[config.mk]
export PLATFORM = sky130hd
export DESIGN_NAME = qte_sqrt_cell
export DESIGN_NICKNAME = d
export VERILOG_FILES = /design/src/rtl/qte_pkg.sv /design/src/rtl/qte_sqrt_cell.sv
export SDC_FILE = /design/constraint.sdc
export NUM_CORES = 1
export LEC_CHECK = 0
export BUFFER_PORTS_ARGS = -buffer_cell sky130_fd_sc_hd__buf_2
export CAP_MARGIN = 40
export CORE_MARGIN = 3
export CORE_UTILIZATION = 30
export CTS_CLUSTER_SIZE = 28
export DETAILED_ROUTE_END_ITERATION = 6
export PLACE_DENSITY = 0.63
export SYNTH_ARGS = -nofsm -noshare
export SYNTH_HDL_FRONTEND = slang
export SYNTH_SLANG_ARGS = --single-unit
[constraint.sdc]
create_clock -name clk -period 4.5 [get_ports clk]
set_input_delay 0.225 -clock clk [delete_from_list [all_inputs] [get_ports clk]]
set_output_delay 0.225 -clock clk [all_outputs]
set_load 0.05 [all_outputs]
[src/rtl/qte_pkg.sv]
// shared types and constants for the quaternion to euler angle converter
`timescale 1ns / 1ps
`default_nettype none
package qte_pkg;

	// widths of the datapath
	localparam int SUM_W  = 34;   // 2(ab+cd) and 1-2(..) terms at 2^-28 scale
	localparam int CRD_W  = 38;   // cordic x and y
	localparam int ACC_W  = 27;   // cordic angle accumulator, 1/65536 degree
	localparam int MAG_W  = 28;   // |s| below one
	localparam int REM_W  = 57;   // 2^56 - s^2
	localparam int ROOT_W = 58;   // square root working register
	localparam int SQRT_CELLS = 29;
	localparam int MAX_STAGES = 24;

	localparam logic signed [SUM_W-1:0] ONE_Q28 = SUM_W'(64'sd268435456);
	localparam logic signed [ACC_W-1:0] DEG180  = ACC_W'(180 * 65536);
	localparam int LIM_FULL = 23040;
	localparam int LIM_HALF = 11520;

	// atan(2^-i) in 1/65536 degree, rounded
	localparam logic [21:0] ATAN_TAB [MAX_STAGES] = '{
		22'd2949120, 22'd1740967, 22'd919879, 22'd466945, 22'd234379, 22'd117304,
		22'd58666, 22'd29335, 22'd14668, 22'd7334, 22'd3667, 22'd1833,
		22'd917, 22'd458, 22'd229, 22'd115, 22'd57, 22'd29,
		22'd14, 22'd7, 22'd4, 22'd2, 22'd1, 22'd0
	};

	// one cordic cell's working set
	typedef struct packed {
		logic signed [CRD_W-1:0] x;
		logic signed [CRD_W-1:0] y;
		logic signed [ACC_W-1:0] acc;
		logic                    zero;
	} cordic_t;

	// one square root cell's working set
	typedef struct packed {
		logic [REM_W-1:0]  v;
		logic [ROOT_W-1:0] r;
	} sqrt_t;

	// terms held back while the pitch root is worked out
	typedef struct packed {
		logic signed [SUM_W-1:0] sr;
		logic signed [SUM_W-1:0] cr;
		logic signed [SUM_W-1:0] sy;
		logic signed [SUM_W-1:0] cy;
		logic signed [SUM_W-1:0] sp;
		logic                    clamp;
		logic                    neg;
	} terms_t;

	// pitch saturation info
	typedef struct packed {
		logic clamp;
		logic neg;
	} sat_t;

endpackage
`default_nettype wire

[src/rtl/qte_sqrt_cell.sv]
// one bit step of the pipelined floor square root
`timescale 1ns / 1ps
`default_nettype none
module qte_sqrt_cell
	import qte_pkg::*;
#(
	parameter int K = 0
) (
	input  wire        clk,
	input  wire        en,
	input  sqrt_t      din,
	output sqrt_t      dout
);

	localparam logic [ROOT_W-1:0] BIT = ROOT_W'(1) << (2 * K);

	logic [ROOT_W-1:0] trial;
	sqrt_t             nxt;

	// trial subtract of res + bit
	always_comb begin
		trial = din.r + BIT;
		if ({1'b0, din.v} >= trial) begin
			nxt.v = din.v - trial[REM_W-1:0];
			nxt.r = (din.r >> 1) + BIT;
		end else begin
			nxt.v = din.v;
			nxt.r = din.r >> 1;
		end
	end

	always_ff @(posedge clk) begin
		if (en) begin
			dout <= nxt;
		end
	end

endmodule
`default_nettype wire

Word level (Yosys, flattened, before mapping)
Index checks and enable logic that the tools add are counted.
- logic and storage cells: 8
- bits in latches: 0
- memories: 0
- RAM bits: 0
- bits of input ports: 117
- register bits after elaboration: 115
- bits in read-only memories: 0
- multipliers: 0
- div/mod/pow operators: 0
- bitwise gates (word level): 0
- multiplexer cells: 1
- $lt $le $gt $ge: 1
- eq/ne operators: 0
- shifts and indexed selects: 0
- reduce and logical (&&, ||, !) cells: 0
- $add $sub $neg: 3
- operators with widths (cell ; count):
    $mux W115 ; 1
    $add A57 B1 Y58 const B ; 1
    $add A58 B1 Y58 const B ; 1
    $ge A57 B58 Y1 ; 1
    $sub A57 B57 Y57 ; 1

Logic depth before layout (Yosys ltp)
- depth in word-level cells: 3
- gate-level depth with buffers: 23

Least setup slack after synthesis
No wires, ideal clock.
- path kind: input-to-reg
- start: input din[5] (netlist name)
- end: register dout[47] (netlist name) (data pin)
- arrival time: 4.590 ns
- path buffers: 2
- data required time: 4.242 ns
- path slack: -0.348 ns
- cell stages on the path: 22
- cells stage by stage: nand4_1 > nor2_1 > and4_1 > and3_1 > clkbuf_1 > and4_1 > and3_1 > and2_1 > nand2b_1 > xnor2_1 > ha_1 > clkbuf_1 > nand2_1 > or4_1 > or4_1 > nor2_1 > a31oi_1 > a211oi_2 > a31oi_2 > nor4_4 > nand3_1 > xnor2_1
- RTL lines (item ; line ; source):
    start: declaration ; qte_sqrt_cell.sv:11 ; input sqrt_t din,
    end signal: assignment ; qte_sqrt_cell.sv:34 ; dout <= nxt;
    end: declaration ; qte_sqrt_cell.sv:12 ; output sqrt_t dout

==> results.sh <==
export IMPL_cts_hold_buf=0
export IMPL_grt_ovfl_total=0
export IMPL_finalSetupViolations=0
export IMPL_synth_nets=1278
export IMPL_gp_congestion=0.968
export IMPL_largest_reg_flops=115
export IMPL_layout_drive_gt1_share_pct=37.5
export IMPL_synth_edf_count=115
export IMPL_grt_max_degree=51
export IMPL_max_freq_ghz=0.228
export IMPL_vias_per_cell=5.06
export IMPL_synthAdderAreaFrac_pct=7.88
export IMPL_cts_max_level=4
export IMPL_synthXorXnorAreaFrac_pct=15.0
export IMPL_finalSetupTns_ns=0
export IMPL_netlist_area_um2=9630
export IMPL_power_uw=4420
export IMPL_dp_final_hpwl_um=31200
export IMPL_arrival_ns=4.63
export IMPL_mostFrequentLayoutCell="buf_4"
export IMPL_status="finished, final reports clean"
export IMPL_ir_worst_vdd_mv=0.234
export IMPL_ys_ff_latch=115
export IMPL_vias=10200
export IMPL_syn_area_per_cell_um2=8.74
export IMPL_wl_um=37800
export IMPL_min_path_type="input pin to flop"
export IMPL_synth_seq_area_share_pct=35.9
export IMPL_port_buffers=231
export IMPL_synth_cells=1101
export IMPL_final_nets=1774
export IMPL_p_per_area_nw_per_um2=313
export IMPL_yosys_mux_area_fraction_pct=0.234
export IMPL_synth_top_family_by_area="simple AND/OR/NAND/NOR gates"
export IMPL_fp_dieW_um=185
export IMPL_drcViolationCount=0
export IMPL_clk_pin_slew_ns=0.07
export IMPL_cts_root_buf="clkbuf_16"
export IMPL_layout_common_cells="buf_4 (283), buf_2 (230), nand2_1 (131)"
export IMPL_wl_per_cell_um=18.8
export IMPL_cts_buffers=17
export IMPL_worst_slew_pin_slew_ns=0.627
export IMPL_p_leak_uw=0.00618
export IMPL_worstSetupPathType="input pin to flop"
export IMPL_cp_end_kind="flop"
export IMPL_cap_violations=0
export IMPL_grt_pass1_vias=9997
export IMPL_std_cell_rows=64
export IMPL_hold_violations=0
export IMPL_area_growth_syn_to_layout_pct=46.6
export IMPL_min_period_over_period_pct=97.6
export IMPL_critPathLaunchType="input pin"
export IMPL_dp_slack_ns=-0.561
export IMPL_cts_tree="built"
export IMPL_largest_register="dout"
export IMPL_synth_compound_area_share_pct=15.9
export IMPL_grt_usage_pct=21.6
export IMPL_stdcell_area_um2=14100
export IMPL_io_pins=232
export IMPL_die_area_um2=34300
export IMPL_maxSlewViolCount=0
export IMPL_grt_first_pass_wirelength_um=56700
export IMPL_drt_iter0_drc=886
export IMPL_slew_headroom_pct=58.2
export IMPL_synthArstFlopShare_pct=0
export IMPL_ant_nets=0
export IMPL_drt_pass1_iterations=5
export IMPL_fin_ws_ns=0.108
export IMPL_worstPathRequired_ns=4.74
export IMPL_cts_sink_count=115
export IMPL_floorplan_initialDensity_pct=31.0
export IMPL_postPlaceCellArea_um2=13300
export IMPL_die_h_um=185
export IMPL_synth_simple_area_share_pct=22.1
export IMPL_cts_max_path_buffers=2
export IMPL_ys_warn_count=0
export IMPL_synth_ff_type="edfxtp_1"
export IMPL_core_area_um2=31100
export IMPL_antenna_found_initial=5
export IMPL_finalCriticalPeriod_ns=4.39
export IMPL_synth_distinct_cells=59
export IMPL_reg_top3="dout (115)"
export IMPL_crit_fanout=6
==> worst max-delay path, cell delays in order <==
cell and delay [ns]:
buf_2 0.10, and4_4 0.23, and2_4 0.15, and4_4 0.26, and3_1 0.19, nor2b_4 0.16, and4_4 0.25, nand2_1 0.08
nor2_2 0.11, xnor2_1 0.12, ha_1 0.33, nand2_2 0.06, or4_1 0.45, or4_1 0.43, nor2_2 0.14, a31oi_2 0.13
a211oi_4 0.29, a31o_4 0.26, nand3_2 0.15, nor3_1 0.25, xor2_1 0.25
==> repair_timing <==
action                     in CTS  in global routing
setup endpoints to repair       3                110
cloned                          0                  0
pin swaps                       1                 10
buffers inserted                2                  1
resized for setup               1                 29
==> per-layer routing <==
metal / GRT usage [%] / share of wire (%) / vias to the layer above
met1: 29.8 / 46 / 4752
met4: 7.17 / 2.7 / 2
li1: - / - / 5008
met2: 34.2 / 45 / 361
met3: 4.07 / 6.4 / 53
met5: 0 / 0.029 / -
==> cell usage after synthesis (29+ instances only) <==
library cell,instances,area [um2]
nand2_1,139,522
edfxtp_1,115,3450
nor2_1,111,417
a21oi_1,107,536
xnor2_1,100,876
xor2_1,65,569
ha_1,59,738
o21ai_0,44,220
nand3_1,43,215
nand4_1,38,238
a21o_1,29,218
==> final timing paths <==
kind	depth (start not counted)	startpoint	slack [ns]	to
max	21	din[29]	0.11	dout[45]
min	3	din[113]	0.09	dout[113]
==> final cells by class <==
| type | instances | area [um2] |
|---|---|---|
| diodes | 4 | 10.0 |
| clock buffers | 17 | 425 |
| clock inverters | 15 | 208 |
| fillers | 3102 | 17000 |
| inverters | 28 | 105 |
| multi-input cells | 917 | 6070 |
| flip-flops and latches | 115 | 3450 |
| well taps | 396 | 495 |
| repair buffers | 518 | 3350 |
==> through the flow <==
step                util [%]  hold slack, ns  std cells
floorplan                  -           0.337       1101
global placement        42.9           0.515       1971
detailed placement      42.9           0.522       1971
CTS                     45.0          0.0751       2005
global route            45.4           0.102       2010
finish                  45.4          0.0879       2010
==> report_power, final <==
part,total [uW],switching [uW],internal (uW),leakage [uW]
Combinational,1590,1010,580,0.00474
Sequential,1330,28.8,1300,0.00113
Clock,1500,563,933,0.000308
==> logic make-up (layout without fill, tap and decap cells) <==
family	count (synthesis)	in the layout
compound gates	250	250
xor+xnor	165	165
flops	115	115
other cells	0	4
mux	2	2
buf+inv	69	578
fa+ha+maj	60	60
simple gates	440	440
Power figures use the tool's default switching activity.
